$ cat src/design/montgomery_curve_ladder_scalar_mult_macros.svh
// ----------------------------------------------------------------------------
// Assertion macros for the Montgomery ladder block
// Concurrent checks on clk, disabled while arst_n is low; empty for synthesis.
// ----------------------------------------------------------------------------
`ifndef MONTGOMERY_CURVE_LADDER_SCALAR_MULT_MACROS_SVH
`define MONTGOMERY_CURVE_LADDER_SCALAR_MULT_MACROS_SVH
`ifndef SYNTHESIS
// same-cycle implication
`define MCL_ASSERT_IMP(lbl, ante, cons) \
	lbl: assert property (@(posedge clk) disable iff (!arst_n) (ante) |-> (cons)) \
		else $error("same-cycle check failed");
// next-cycle implication
`define MCL_ASSERT_NXT(lbl, ante, cons) \
	lbl: assert property (@(posedge clk) disable iff (!arst_n) (ante) |=> (cons)) \
		else $error("next-cycle check failed");
`else
`define MCL_ASSERT_IMP(lbl, ante, cons)
`define MCL_ASSERT_NXT(lbl, ante, cons)
`endif
`endif

$ cat src/design/mcl_pkg.sv
// ----------------------------------------------------------------------------
// mcl_pkg
// Types, register map and ladder microprogram for the Montgomery ladder block.
// ----------------------------------------------------------------------------
package mcl_pkg;

	// width of one slice cell of the modular datapath
	localparam int CELL_W = 8;
	// width of raw operands, and bits walked by a multiply or reduce
	localparam int RAW_W  = 64;
	localparam int STEP_W = 6;

	// operand store
	localparam int RF_DEPTH = 16;
	localparam int RF_AW    = 4;

	// micro-operations
	typedef enum logic [2:0] {
		OP_RED = 3'd0,
		OP_MUL = 3'd1,
		OP_ADD = 3'd2,
		OP_SUB = 3'd3,
		OP_CPY = 3'd4
	} op_t;

	typedef struct packed {
		op_t              op;
		logic [RF_AW-1:0] dst;
		logic [RF_AW-1:0] sa;
		logic [RF_AW-1:0] sb;
	} uop_t;

	// logical operand addresses; PD is the point being doubled, PS the other
	localparam logic [RF_AW-1:0] A_BX  = 4'd0;
	localparam logic [RF_AW-1:0] A_BZ  = 4'd1;
	localparam logic [RF_AW-1:0] A_D   = 4'd2;
	localparam logic [RF_AW-1:0] A_PDX = 4'd3;
	localparam logic [RF_AW-1:0] A_PDZ = 4'd4;
	localparam logic [RF_AW-1:0] A_PSX = 4'd5;
	localparam logic [RF_AW-1:0] A_PSZ = 4'd6;
	localparam logic [RF_AW-1:0] A_T0  = 4'd7;
	localparam logic [RF_AW-1:0] A_T1  = 4'd8;
	localparam logic [RF_AW-1:0] A_T2  = 4'd9;
	localparam logic [RF_AW-1:0] A_T3  = 4'd10;
	localparam logic [RF_AW-1:0] A_T4  = 4'd11;
	localparam logic [RF_AW-1:0] A_T5  = 4'd12;

	// physical homes of the ladder pair
	localparam logic [RF_AW-1:0] A_R0X = 4'd3;
	localparam logic [RF_AW-1:0] A_R0Z = 4'd4;
	localparam logic [RF_AW-1:0] A_R1X = 4'd5;
	localparam logic [RF_AW-1:0] A_R1Z = 4'd6;

	// raw sources of a reduce operation
	localparam logic [RF_AW-1:0] RAW_BX = 4'd0;
	localparam logic [RF_AW-1:0] RAW_BZ = 4'd1;
	localparam logic [RF_AW-1:0] RAW_D  = 4'd2;

	// program layout
	localparam int PC_W = 6;
	localparam logic [PC_W-1:0] PC_INIT_LAST    = 6'd15;
	localparam logic [PC_W-1:0] PC_LADDER_FIRST = 6'd16;
	localparam logic [PC_W-1:0] PC_PROG_LAST    = 6'd38;

	// control of the cell row as seen from the sequencer
	typedef struct packed {
		logic dbl;
		logic sub;
		logic cin;
		logic clr;
		logic en;
	} row_ctl_t;

	// control broadcast to every cell
	typedef struct packed {
		logic dbl;
		logic sub;
		logic sel1;
		logic cond;
		logic clr;
		logic en;
	} cell_ctl_t;

	function automatic uop_t mk(op_t op, logic [RF_AW-1:0] dst,
			logic [RF_AW-1:0] sa, logic [RF_AW-1:0] sb);
		uop_t u;
		u.op  = op;
		u.dst = dst;
		u.sa  = sa;
		u.sb  = sb;
		return u;
	endfunction

	// doubling of the PD point
	function automatic uop_t dbl_uop(logic [3:0] j);
		uop_t u;
		case (j)
			4'd0:    u = mk(OP_ADD, A_T0,  A_PDX, A_PDZ);
			4'd1:    u = mk(OP_SUB, A_T1,  A_PDX, A_PDZ);
			4'd2:    u = mk(OP_MUL, A_T0,  A_T0,  A_T0);
			4'd3:    u = mk(OP_MUL, A_T1,  A_T1,  A_T1);
			4'd4:    u = mk(OP_SUB, A_T2,  A_T0,  A_T1);
			4'd5:    u = mk(OP_MUL, A_PDX, A_T0,  A_T1);
			4'd6:    u = mk(OP_MUL, A_T3,  A_T2,  A_D);
			4'd7:    u = mk(OP_ADD, A_T3,  A_T3,  A_T1);
			default: u = mk(OP_MUL, A_PDZ, A_T2,  A_T3);
		endcase
		return u;
	endfunction

	// full microprogram: set-up, first doubling, one ladder step
	function automatic uop_t prog_uop(logic [PC_W-1:0] pc);
		uop_t u;
		case (pc)
			6'd0:  u = mk(OP_RED, A_BX,  RAW_BX, A_BX);
			6'd1:  u = mk(OP_RED, A_BZ,  RAW_BZ, A_BX);
			6'd2:  u = mk(OP_RED, A_D,   RAW_D,  A_BX);
			6'd3:  u = mk(OP_CPY, A_PDX, A_BX,   A_BX);
			6'd4:  u = mk(OP_CPY, A_PDZ, A_BZ,   A_BX);
			6'd5:  u = mk(OP_CPY, A_PSX, A_BX,   A_BX);
			6'd6:  u = mk(OP_CPY, A_PSZ, A_BZ,   A_BX);
			6'd7, 6'd8, 6'd9, 6'd10, 6'd11, 6'd12, 6'd13, 6'd14, 6'd15:
				u = dbl_uop(4'(pc - 6'd7));
			6'd16: u = mk(OP_ADD, A_T0,  A_PDX, A_PDZ);
			6'd17: u = mk(OP_SUB, A_T1,  A_PSX, A_PSZ);
			6'd18: u = mk(OP_MUL, A_T0,  A_T0,  A_T1);
			6'd19: u = mk(OP_SUB, A_T1,  A_PDX, A_PDZ);
			6'd20: u = mk(OP_ADD, A_T2,  A_PSX, A_PSZ);
			6'd21: u = mk(OP_MUL, A_T1,  A_T1,  A_T2);
			6'd22: u = mk(OP_ADD, A_T2,  A_T0,  A_T1);
			6'd23: u = mk(OP_SUB, A_T3,  A_T0,  A_T1);
			6'd24: u = mk(OP_MUL, A_T2,  A_T2,  A_T2);
			6'd25: u = mk(OP_MUL, A_T3,  A_T3,  A_T3);
			6'd26: u = mk(OP_MUL, A_T4,  A_BZ,  A_T2);
			6'd27: u = mk(OP_MUL, A_T5,  A_BX,  A_T3);
			6'd28, 6'd29, 6'd30, 6'd31, 6'd32, 6'd33, 6'd34, 6'd35, 6'd36:
				u = dbl_uop(4'(pc - 6'd28));
			6'd37: u = mk(OP_CPY, A_PSX, A_T4,  A_BX);
			default: u = mk(OP_CPY, A_PSZ, A_T5, A_BX);
		endcase
		return u;
	endfunction

	// map the PD/PS pair onto R0/R1; sel set means R1 is doubled
	function automatic logic [RF_AW-1:0] map_addr(logic [RF_AW-1:0] a, logic sel);
		logic [RF_AW-1:0] p;
		p = a;
		if (sel) begin
			case (a)
				A_PDX:   p = A_R1X;
				A_PDZ:   p = A_R1Z;
				A_PSX:   p = A_R0X;
				A_PSZ:   p = A_R0Z;
				default: p = a;
			endcase
		end
		return p;
	endfunction

endpackage

$ cat src/design/mcl_ram.sv
// ----------------------------------------------------------------------------
// mcl_ram
// Generic RAM: one write port, two read ports with registered read data.
// ----------------------------------------------------------------------------
module mcl_ram #(
	parameter int WIDTH = 64,
	parameter int DEPTH = 16
) (
	input  logic                     clk,
	input  logic                     we,
	input  logic [$clog2(DEPTH)-1:0] waddr,
	input  logic [WIDTH-1:0]         wdata,
	input  logic [$clog2(DEPTH)-1:0] raddr_a,
	input  logic [$clog2(DEPTH)-1:0] raddr_b,
	output logic [WIDTH-1:0]         rdata_a,
	output logic [WIDTH-1:0]         rdata_b
);
	logic [WIDTH-1:0] mem_q [DEPTH];

	// write port
	always_ff @(posedge clk) begin
		if (we) begin
			mem_q[waddr] <= wdata;
		end
	end

	// registered reads
	always_ff @(posedge clk) begin
		rdata_a <= mem_q[raddr_a];
		rdata_b <= mem_q[raddr_b];
	end
endmodule

$ cat src/design/mcl_cell.sv
// ----------------------------------------------------------------------------
// mcl_cell
// One slice of the modular accumulator: shift, reduce, add and fix-up chains.
// ----------------------------------------------------------------------------
module mcl_cell (
	input  logic                          clk,
	input  mcl_pkg::cell_ctl_t            ctl,
	input  logic [mcl_pkg::CELL_W-1:0]    x,
	input  logic [mcl_pkg::CELL_W-1:0]    y,
	input  logic [mcl_pkg::CELL_W-1:0]    n,
	input  logic                          shin,
	input  logic                          c1in,
	input  logic                          c2in,
	input  logic                          c3in,
	output logic                          shout,
	output logic                          c1out,
	output logic                          c2out,
	output logic                          c3out,
	output logic [mcl_pkg::CELL_W-1:0]    r
);
	import mcl_pkg::*;

	logic [CELL_W-1:0] r_q;
	logic [CELL_W-1:0] p, d1, r1, y2, s2, n3, d2;

	// first operand: doubled accumulator or loaded value, then less n
	always_comb begin
		p = ctl.dbl ? {r_q[CELL_W-2:0], shin} : x;
		{c1out, d1} = {1'b0, p} + {1'b0, ~n} + (CELL_W+1)'(c1in);
		r1 = ctl.sel1 ? d1 : p;
	end

	// add or subtract the second operand, then the fix-up by n
	always_comb begin
		y2 = ctl.sub ? ~y : y;
		{c2out, s2} = {1'b0, r1} + {1'b0, y2} + (CELL_W+1)'(c2in);
		n3 = ctl.sub ? n : ~n;
		{c3out, d2} = {1'b0, s2} + {1'b0, n3} + (CELL_W+1)'(c3in);
	end

	// accumulator slice
	always_ff @(posedge clk) begin
		if (ctl.clr) begin
			r_q <= '0;
		end else if (ctl.en) begin
			r_q <= ctl.cond ? d2 : s2;
		end
	end

	assign shout = r_q[CELL_W-1];
	assign r     = r_q;
endmodule

$ cat src/design/mcl_row.sv
// ----------------------------------------------------------------------------
// mcl_row
// Row of slice cells forming the modular add, subtract and shift-add unit.
// ----------------------------------------------------------------------------
module mcl_row #(
	parameter int MW = 64
) (
	input  logic              clk,
	input  mcl_pkg::row_ctl_t ctl,
	input  logic [MW-1:0]     x,
	input  logic [MW-1:0]     y,
	input  logic [MW-1:0]     n,
	output logic [MW-1:0]     r
);
	import mcl_pkg::*;

	localparam int NC = (MW + CELL_W - 1) / CELL_W;
	localparam int PW = NC * CELL_W;

	logic [PW-1:0] xp, yp, np, rp;
	logic [NC:0]   sh, c1, c2, c3;
	logic          sel1, cond;
	cell_ctl_t     cc;

	// pad operands to whole cells
	assign xp = PW'(x);
	assign yp = PW'(y);
	assign np = PW'(n);
	assign r  = rp[MW-1:0];

	// chain inputs at the low end
	assign sh[0] = ctl.cin;
	assign c1[0] = 1'b1;
	assign c2[0] = ctl.sub;
	assign c3[0] = ~ctl.sub;

	// selects from the top of the chains
	assign sel1 = (ctl.dbl & sh[NC]) | c1[NC];
	assign cond = ctl.sub ? ~c2[NC] : (c2[NC] | c3[NC]);
	assign cc   = '{dbl: ctl.dbl, sub: ctl.sub, sel1: sel1, cond: cond,
	                clr: ctl.clr, en: ctl.en};

	// the cells
	for (genvar g = 0; g < NC; g++) begin : g_cell
		mcl_cell u_cell (
			.clk   (clk),
			.ctl   (cc),
			.x     (xp[g*CELL_W +: CELL_W]),
			.y     (yp[g*CELL_W +: CELL_W]),
			.n     (np[g*CELL_W +: CELL_W]),
			.shin  (sh[g]),
			.c1in  (c1[g]),
			.c2in  (c2[g]),
			.c3in  (c3[g]),
			.shout (sh[g+1]),
			.c1out (c1[g+1]),
			.c2out (c2[g+1]),
			.c3out (c3[g+1]),
			.r     (rp[g*CELL_W +: CELL_W])
		);
	end
endmodule

$ cat src/design/montgomery_curve_ladder_scalar_mult.sv
// ----------------------------------------------------------------------------
// montgomery_curve_ladder_scalar_mult
// x:z Montgomery ladder scalar multiplication modulo a configured modulus.
// ----------------------------------------------------------------------------
// Usage:
// - input channel (in_valid/in_ready) moves base_x, base_z, scalar; output
//   channel (out_valid/out_ready) moves result_x, result_z, scalar_invalid
// - modulus and curve_d are set on the write port (cfg_we, cfg_index,
//   cfg_data) while the block is idle; reset loads modulus 3, curve_d 0
// - one item at a time: in_ready is high only while no item is in work
// - every micro-operation runs on one row of slice cells, framed by issue,
//   load and write-back; a multiply or a reduce takes 64 shift-add steps
// - sequence: find the top bit of k-1, set-up and first doubling, one ladder
//   step per remaining bit, then read out of R1
// - scalar below 2 or modulus below 2 goes straight to S_DONE, result zero
// - a stalled receiver holds the result in the output register; the next
//   item is taken while it waits, and its result waits until the slot frees
// - reset clears the sequencer and the output valid at once
// ----------------------------------------------------------------------------
module montgomery_curve_ladder_scalar_mult #(
	parameter int MOD_WIDTH   = 64,
	parameter int SCALAR_BITS = 64
) (
	input  logic        clk,
	input  logic        arst_n,
	input  logic        cfg_we,
	input  logic        cfg_index,
	input  logic [63:0] cfg_data,
	input  logic        in_valid,
	output logic        in_ready,
	input  logic [63:0] base_x,
	input  logic [63:0] base_z,
	input  logic [63:0] scalar,
	output logic        out_valid,
	input  logic        out_ready,
	output logic [63:0] result_x,
	output logic [63:0] result_z,
	output logic        scalar_invalid
);
	import mcl_pkg::*;
	`include "montgomery_curve_ladder_scalar_mult_macros.svh"

	localparam int MW = MOD_WIDTH;
	localparam int SB = SCALAR_BITS;
	localparam int BW = $clog2(SB);

	localparam logic CFG_MODULUS = 1'b0;
	localparam logic CFG_CURVE_D = 1'b1;

	typedef enum logic [8:0] {
		S_IDLE  = 9'b000000001,
		S_NORM  = 9'b000000010,
		S_ISSUE = 9'b000000100,
		S_LOAD  = 9'b000001000,
		S_EXEC  = 9'b000010000,
		S_WB    = 9'b000100000,
		S_FREAD = 9'b001000000,
		S_FCAP  = 9'b010000000,
		S_DONE  = 9'b100000000
	} state_t;

	state_t           state_q;
	logic [63:0]      modulus_q, curve_d_q;
	logic [63:0]      bx_q, bz_q;
	logic [PC_W-1:0]  pc_q;
	logic             sel_q;
	logic [SB-1:0]    m_q;
	logic [BW-1:0]    bits_q;
	logic [STEP_W-1:0] cnt_q;
	logic [MW-1:0]    a_q;
	logic [RAW_W-1:0] b_q;
	logic [MW-1:0]    res_x_q, res_z_q;
	logic             res_inv_q;
	logic             out_valid_q;
	logic [63:0]      out_x_q, out_z_q;
	logic             out_inv_q;

	logic [MW-1:0]    n;
	logic [SB-1:0]    k;
	logic             k_lt2, n_lt2, in_xfer, out_load, sect_end;
	uop_t             uop;
	row_ctl_t         rctl;
	logic [MW-1:0]    row_x, row_y, row_r;
	logic [RF_AW-1:0] raddr_a, raddr_b, waddr;
	logic [MW-1:0]    rdata_a, rdata_b;
	logic [RAW_W-1:0] raw_src;

	assign n       = modulus_q[MW-1:0];
	assign k       = scalar[SB-1:0];
	assign k_lt2   = (k[SB-1:1] == '0);
	assign n_lt2   = (n[MW-1:1] == '0);
	assign in_ready = (state_q == S_IDLE);
	assign in_xfer = in_valid & in_ready;
	assign out_load = (state_q == S_DONE) & (~out_valid_q | out_ready);
	assign uop     = prog_uop(pc_q);
	assign sect_end = (pc_q == PC_INIT_LAST) | (pc_q == PC_PROG_LAST);

	// configuration registers
	always_ff @(posedge clk or negedge arst_n) begin
		if (!arst_n) begin
			modulus_q <= 64'd3;
			curve_d_q <= 64'd0;
		end else if (cfg_we) begin
			unique case (cfg_index)
				CFG_MODULUS: modulus_q <= cfg_data;
				CFG_CURVE_D: curve_d_q <= cfg_data;
				default:     modulus_q <= modulus_q;
			endcase
		end
	end

	// raw operand of a reduce
	always_comb begin
		unique case (uop.sa)
			RAW_BX:  raw_src = bx_q;
			RAW_BZ:  raw_src = bz_q;
			default: raw_src = curve_d_q;
		endcase
	end

	// operand store addressing
	always_comb begin
		if (state_q == S_FREAD) begin
			raddr_a = A_R1X;
			raddr_b = A_R1Z;
		end else begin
			raddr_a = map_addr(uop.sa, sel_q);
			raddr_b = map_addr(uop.sb, sel_q);
		end
		waddr = map_addr(uop.dst, sel_q);
	end

	mcl_ram #(
		.WIDTH (MW),
		.DEPTH (RF_DEPTH)
	) u_ram (
		.clk     (clk),
		.we      (state_q == S_WB),
		.waddr   (waddr),
		.wdata   (row_r),
		.raddr_a (raddr_a),
		.raddr_b (raddr_b),
		.rdata_a (rdata_a),
		.rdata_b (rdata_b)
	);

	// cell row control per micro-operation
	always_comb begin
		rctl     = '0;
		rctl.clr = (state_q == S_LOAD);
		rctl.en  = (state_q == S_EXEC);
		row_x    = a_q;
		row_y    = '0;
		case (uop.op)
			OP_MUL: begin
				rctl.dbl = 1'b1;
				row_y    = b_q[RAW_W-1] ? a_q : '0;
			end
			OP_RED: begin
				rctl.dbl = 1'b1;
				rctl.cin = b_q[RAW_W-1];
			end
			OP_ADD: row_y = b_q[MW-1:0];
			OP_SUB: begin
				rctl.sub = 1'b1;
				row_y    = b_q[MW-1:0];
			end
			default: row_y = '0;
		endcase
	end

	mcl_row #(
		.MW (MW)
	) u_row (
		.clk (clk),
		.ctl (rctl),
		.x   (row_x),
		.y   (row_y),
		.n   (n),
		.r   (row_r)
	);

	// operand and ladder registers
	always_ff @(posedge clk) begin
		case (state_q)
			S_IDLE: begin
				if (in_xfer) begin
					bx_q      <= base_x;
					bz_q      <= base_z;
					m_q       <= k - SB'(1);
					bits_q    <= BW'(SB - 1);
					res_x_q   <= '0;
					res_z_q   <= '0;
					res_inv_q <= k_lt2;
				end
			end
			S_NORM: begin
				if (!m_q[SB-1]) begin
					m_q    <= m_q << 1;
					bits_q <= bits_q - BW'(1);
				end
			end
			S_LOAD: begin
				a_q   <= rdata_a;
				b_q   <= (uop.op == OP_RED) ? raw_src : RAW_W'(rdata_b);
				cnt_q <= (uop.op == OP_RED || uop.op == OP_MUL) ? '1 : '0;
			end
			S_EXEC: begin
				b_q   <= b_q << 1;
				cnt_q <= cnt_q - STEP_W'(1);
			end
			S_WB: begin
				if (sect_end && bits_q != '0) begin
					m_q    <= m_q << 1;
					bits_q <= bits_q - BW'(1);
				end
			end
			S_FCAP: begin
				res_x_q   <= rdata_a;
				res_z_q   <= rdata_b;
				res_inv_q <= 1'b0;
			end
			default: ;
		endcase
	end

	// sequencer
	always_ff @(posedge clk or negedge arst_n) begin
		if (!arst_n) begin
			state_q <= S_IDLE;
			pc_q    <= '0;
			sel_q   <= 1'b1;
		end else begin
			unique case (state_q)
				S_IDLE: begin
					if (in_xfer) begin
						state_q <= (k_lt2 || n_lt2) ? S_DONE : S_NORM;
					end
				end
				S_NORM: begin
					if (m_q[SB-1]) begin
						pc_q    <= '0;
						sel_q   <= 1'b1;
						state_q <= S_ISSUE;
					end
				end
				S_ISSUE: state_q <= S_LOAD;
				S_LOAD:  state_q <= S_EXEC;
				S_EXEC: begin
					if (cnt_q == '0) begin
						state_q <= S_WB;
					end
				end
				S_WB: begin
					if (!sect_end) begin
						pc_q    <= pc_q + PC_W'(1);
						state_q <= S_ISSUE;
					end else if (bits_q == '0) begin
						sel_q   <= 1'b1;
						state_q <= S_FREAD;
					end else begin
						sel_q   <= m_q[SB-2];
						pc_q    <= PC_LADDER_FIRST;
						state_q <= S_ISSUE;
					end
				end
				S_FREAD: state_q <= S_FCAP;
				S_FCAP:  state_q <= S_DONE;
				S_DONE: begin
					if (out_load) begin
						state_q <= S_IDLE;
					end
				end
				default: state_q <= S_IDLE;
			endcase
		end
	end

	// output register
	always_ff @(posedge clk or negedge arst_n) begin
		if (!arst_n) begin
			out_valid_q <= 1'b0;
		end else if (out_load) begin
			out_valid_q <= 1'b1;
		end else if (out_ready) begin
			out_valid_q <= 1'b0;
		end
	end

	always_ff @(posedge clk) begin
		if (out_load) begin
			out_x_q   <= 64'(res_x_q);
			out_z_q   <= 64'(res_z_q);
			out_inv_q <= res_inv_q;
		end
	end

	assign out_valid      = out_valid_q;
	assign result_x       = out_x_q;
	assign result_z       = out_z_q;
	assign scalar_invalid = out_inv_q;

	// checks
	`MCL_ASSERT_NXT(a_one_at_a_time, in_valid && in_ready, !in_ready)
	`MCL_ASSERT_IMP(a_res_x_reduced, out_valid && !n_lt2, result_x < 64'(n))
	`MCL_ASSERT_IMP(a_res_z_reduced, out_valid && !n_lt2, result_z < 64'(n))
	`MCL_ASSERT_IMP(a_invalid_zero, out_valid && scalar_invalid,
		result_x == 64'd0 && result_z == 64'd0)
endmodule

$ cat config.mk
export PLATFORM = sky130hd
export DESIGN_NAME = montgomery_curve_ladder_scalar_mult
export DESIGN_NICKNAME = d
export VERILOG_FILES = /design/src/design/mcl_pkg.sv /design/src/design/mcl_ram.sv /design/src/design/mcl_cell.sv /design/src/design/mcl_row.sv /design/src/design/montgomery_curve_ladder_scalar_mult.sv
export VERILOG_INCLUDE_DIRS = /design/src /design/src/design
export SDC_FILE = /design/constraint.sdc
export NUM_CORES = 2
export LEC_CHECK = 0
export BUFFER_PORTS_ARGS = -buffer_cell sky130_fd_sc_hd__clkbuf_2
export CORE_ASPECT_RATIO = 1.25
export CORE_MARGIN = 3
export CORE_UTILIZATION = 41
export CTS_CLUSTER_SIZE = 8
export DETAILED_ROUTE_END_ITERATION = 10
export PLACE_DENSITY = 0.57
export SLEW_MARGIN = 20
export SYNTH_ARGS = -nofsm -noshare
export SYNTH_HDL_FRONTEND = slang
export SYNTH_HIERARCHICAL = 1
export SYNTH_SLANG_ARGS = --single-unit
$ cat constraint.sdc
create_clock -name clk -period 34.7 [get_ports clk]
set_clock_uncertainty 0.2 [all_clocks]
set_input_delay 6.94 -clock clk [delete_from_list [all_inputs] [get_ports clk]]
set_output_delay 6.94 -clock clk [all_outputs]
set_load 0.01 [all_outputs]
==> flow_summary.json <==
{
  "status": "finished clean",
  "drt.antenna.violating_nets": 0,
  "critPathMaxStageDelay_ps": 410,
  "setup_viol_count_final": 0,
  "drive_above_1_share": 0.2949,
  "initial_utilization": 0.4124,
  "core_area_mm2": 0.2259,
  "dp_slack_ps": -746.5,
  "synth_cell_type_count": 96,
  "timing.fmax_ghz": 0.03031,
  "grt_pass1_wl_um": 434200,
  "ys_ff_latch": 1951,
  "regToRegEndpoint": "u_row/g_cell[5].u_cell/r[6]$_SDFFE_PP0P_",
  "fin_ws_ps": 1709,
  "crit_family": "compound AO/OA/AOI/OAI gates",
  "worst_pin_slew_ps": 1136,
  "rr_worst_depth": 171,
  "path_buf_inv": 21,
  "cts.sinks": 1951,
  "postCtsHoldBufs": 0,
  "seq_area_mm2": 0.05594,
  "ios": 393,
  "overflow": 0,
  "critPathLaunchType": "register",
  "route.detailed.drc": 0,
  "async_reset_ff_frac": 0.07432,
  "num_rows": 195,
  "layout.cells.most_common_list": "edfxtp_1, mux4_2, buf_4",
  "synth_edf_count": 1614,
  "grt_max_degree": 135,
  "h-tree-depth": 5,
  "hold_depth": 0,
  "antenna_found_initial": 26,
  "dp_hpwl_um": 190800,
  "grtUsageTotal": 0.2554,
  "place_congestion": 0.9072,
  "rrSetupSlack_ps": 1710,
  "maxCapViolations": 0,
  "io_buffer_count": 392,
  "syn_to_final_growth_pct": 17.41,
  "finalHoldViolations": 0,
  "final_nets": 7408,
  "cts.clk_slew.worst_paths_ps": 50,
  "dp_cells": 9570,
  "ys.flop_type": "edfxtp_1",
  "num_vias": 60570,
  "hold_start": "res_z_q[55]$_SDFFCE_PN0P_",
  "die-area_mm2": 0.2331,
  "whs_endpoint": "result_z[55]$_DFFE_PP_",
  "cts_buffer_depth": 4,
  "first_iter_violations": 6059,
  "dieWidth_um": 432.4,
  "syn_inst": 6186,
  "endpoint_kind": "register",
  "crit_top_cell": "a21o_1",
  "hold_class": "register to register",
  "die_h_um": 539,
  "crit_required_ps": 35210,
  "max_slew_margin": 0.2430,
  "whs_ps": 186.2,
  "synth_nets": 6673,
  "critPathSlowestCell": "dfrtp_1",
  "cts_tree": "done",
  "fin_crit_ps": 32990,
  "numCtsBuffers": 287,
  "final_common_cell": "edfxtp_1",
  "yosys_warnings": 6,
  "instances_no_fill": 10120,
  "fillers": 19370,
  "critPathKind": "register to register",
  "routed_wl_um": 303600,
  "synth_area_per_cell_um2": 15.06,
  "grt_pass1_vias": 61990,
  "multi_input_area_mm2": 0.03519,
  "drtPass1Iterations": 7,
  "fin_crit_sh": 0.9508,
  "path_max_fanout": 15,
  "synth.cell_area_mm2": 0.09318,
  "report.final.slew_viol_count": 0,
  "r2r_start": "pc_q[0]$_DFFE_PN0P_",
  "via_per_inst": 5.986,
  "arrival_ps": 33500,
  "clock_insertion_delay_worst_skew_ps": 850,
  "drt-wirelength-per-cell_um": 30.01,
  "synth_seq_area_share": 0.6004,
  "cts_root_buffer": "clkbuf_16"
}
## flip-flops by register name (all words and copies together), names as in the netlist
| register | count |
|---|---|
| a_q | 64 |
| b_q | 64 |
| bits_q | 6 |
| bx_q | 64 |
| bz_q | 64 |
| cnt_q | 6 |
| curve_d_q | 64 |
| m_q | 64 |
| modulus_q | 64 |
| out_valid | 1 |
| pc_q | 6 |
| res_inv_q | 1 |
| res_x_q | 64 |
| res_z_q | 64 |
| result_x | 64 |
| result_z | 64 |
| scalar_invalid | 1 |
| sel_q | 1 |
| state_q | 9 |
| u_ram/mem_q | 1024 |
| u_ram/rdata_a | 64 |
| u_ram/rdata_b | 64 |
| u_row/g_cell.u_cell/r | 64 |
## worst register-to-register path: cells and delay by family (launching register included)
family          cells  cell delay (ps)
compound gates     83            14740
simple gates       31             3140
flops               1              410
buf+inv            21             2240
mux                 2              530
fa+ha+maj          34            11680
## logic make-up (layout without fill, tap and decap cells)
logic type                 Yosys count  after routing  synth area share
adders and majority gates          225            225           0.03408
muxes                              845            845            0.1633
DFF                               1951           1951            0.6004
AOI/OAI and AO/OA                 1121           1121           0.08330
other                                1             13        0.00004024
and+or+nand+nor                   1170           1170           0.06347
buffers and inverters              580           1545           0.02718
xor gates and xnor gates           293            293           0.02826
## cell type report
cell class / count / area share
diodes: 12 / 0.0002745
inverters: 205 / 0.007171
flip-flops and latches: 1951 / 0.5113
repair buffers: 821 / 0.04886
multi-input cells: 3655 / 0.3217
clock buffers: 499 / 0.07418
well taps: 2955 / 0.03379
clock inverters: 20 / 0.002699
## how the worst max path moves through the flow
stage                              from                                  endpoint  slack (ps)  cells past startpoint
detailed placement  pc_q[0]$_DFFE_PN0P_  u_row/g_cell[1].u_cell/r[7]$_SDFFE_PP0P_        -750                    161
finish              pc_q[0]$_DFFE_PN0P_  u_row/g_cell[5].u_cell/r[6]$_SDFFE_PP0P_        1710                    171
global route        pc_q[0]$_DFFE_PN0P_  u_row/g_cell[1].u_cell/r[7]$_SDFFE_PP0P_         -20                    173
global placement    pc_q[0]$_DFFE_PN0P_  u_row/g_cell[1].u_cell/r[7]$_SDFFE_PP0P_        -420                    161
CTS                 pc_q[0]$_DFFE_PN0P_  u_row/g_cell[0].u_cell/r[6]$_SDFFE_PP0P_          20                    167
floorplan           pc_q[2]$_DFFE_PN0P_  u_row/g_cell[2].u_cell/r[6]$_SDFFE_PP0P_         830                    171
## what timing repair did
action,4_1_cts,5_1_grt
setup endpoints to repair,64,64
gates resized for setup,19,43
setup buffers,3,11
endpoints found under the hold margin,0,0
pin swaps,3,19
cloned,3,0
## cell usage after synthesis (all sizes together), types with 24 or more instances
master	instances	area [um^2]
edfxtp	1614	48470
mux4	512	11530
a22oi	319	2395
nand2	294	1104
mux2	281	3164
nor2	254	953.4
clkbuf	230	863.3
a21oi	222	1119
inv	204	765.7
dfxtp	192	3844
xnor2	188	1654
ha	177	2215
o21ai	153	799.5
buf	145	899.6
and2	141	882.1
dfrtp	141	3528
nor3	121	626.9
xor2	105	979.7
o31ai	75	568.0
a22o	64	560.5
nor2b	59	401.6
nand3	57	285.3
a21o	55	412.9
mux2i	52	520.5
fa	48	960.9
nand2b	48	300.3
nor4	36	231.5
a211oi	34	260.3
a31oi	32	200.2
nand4	32	206.5
o21bai	24	180.2
## per-layer routing
metal,up-vias,global-route usage,share of wire
li1,25780,-,-
met1,31510,0.3374,0.40
met3,564,0.04939,0.085
met4,12,0.09604,0.038
met2,2704,0.4181,0.48
met5,-,0,0.00023
## metrics by stage
step,util,setup TNS [ps],area (um^2)
finish,0.4842,0,109400
global route,0.4842,-19.08,109400
CTS,0.4833,0,109200
detailed placement,0.4452,-32240,100600
global placement,0.4452,-13190,100600
floorplan,-,0,93180
Power is left out: the tool's default activity adds up to more than one toggle a clock period on the data nets, which glitch-free logic cannot reach.
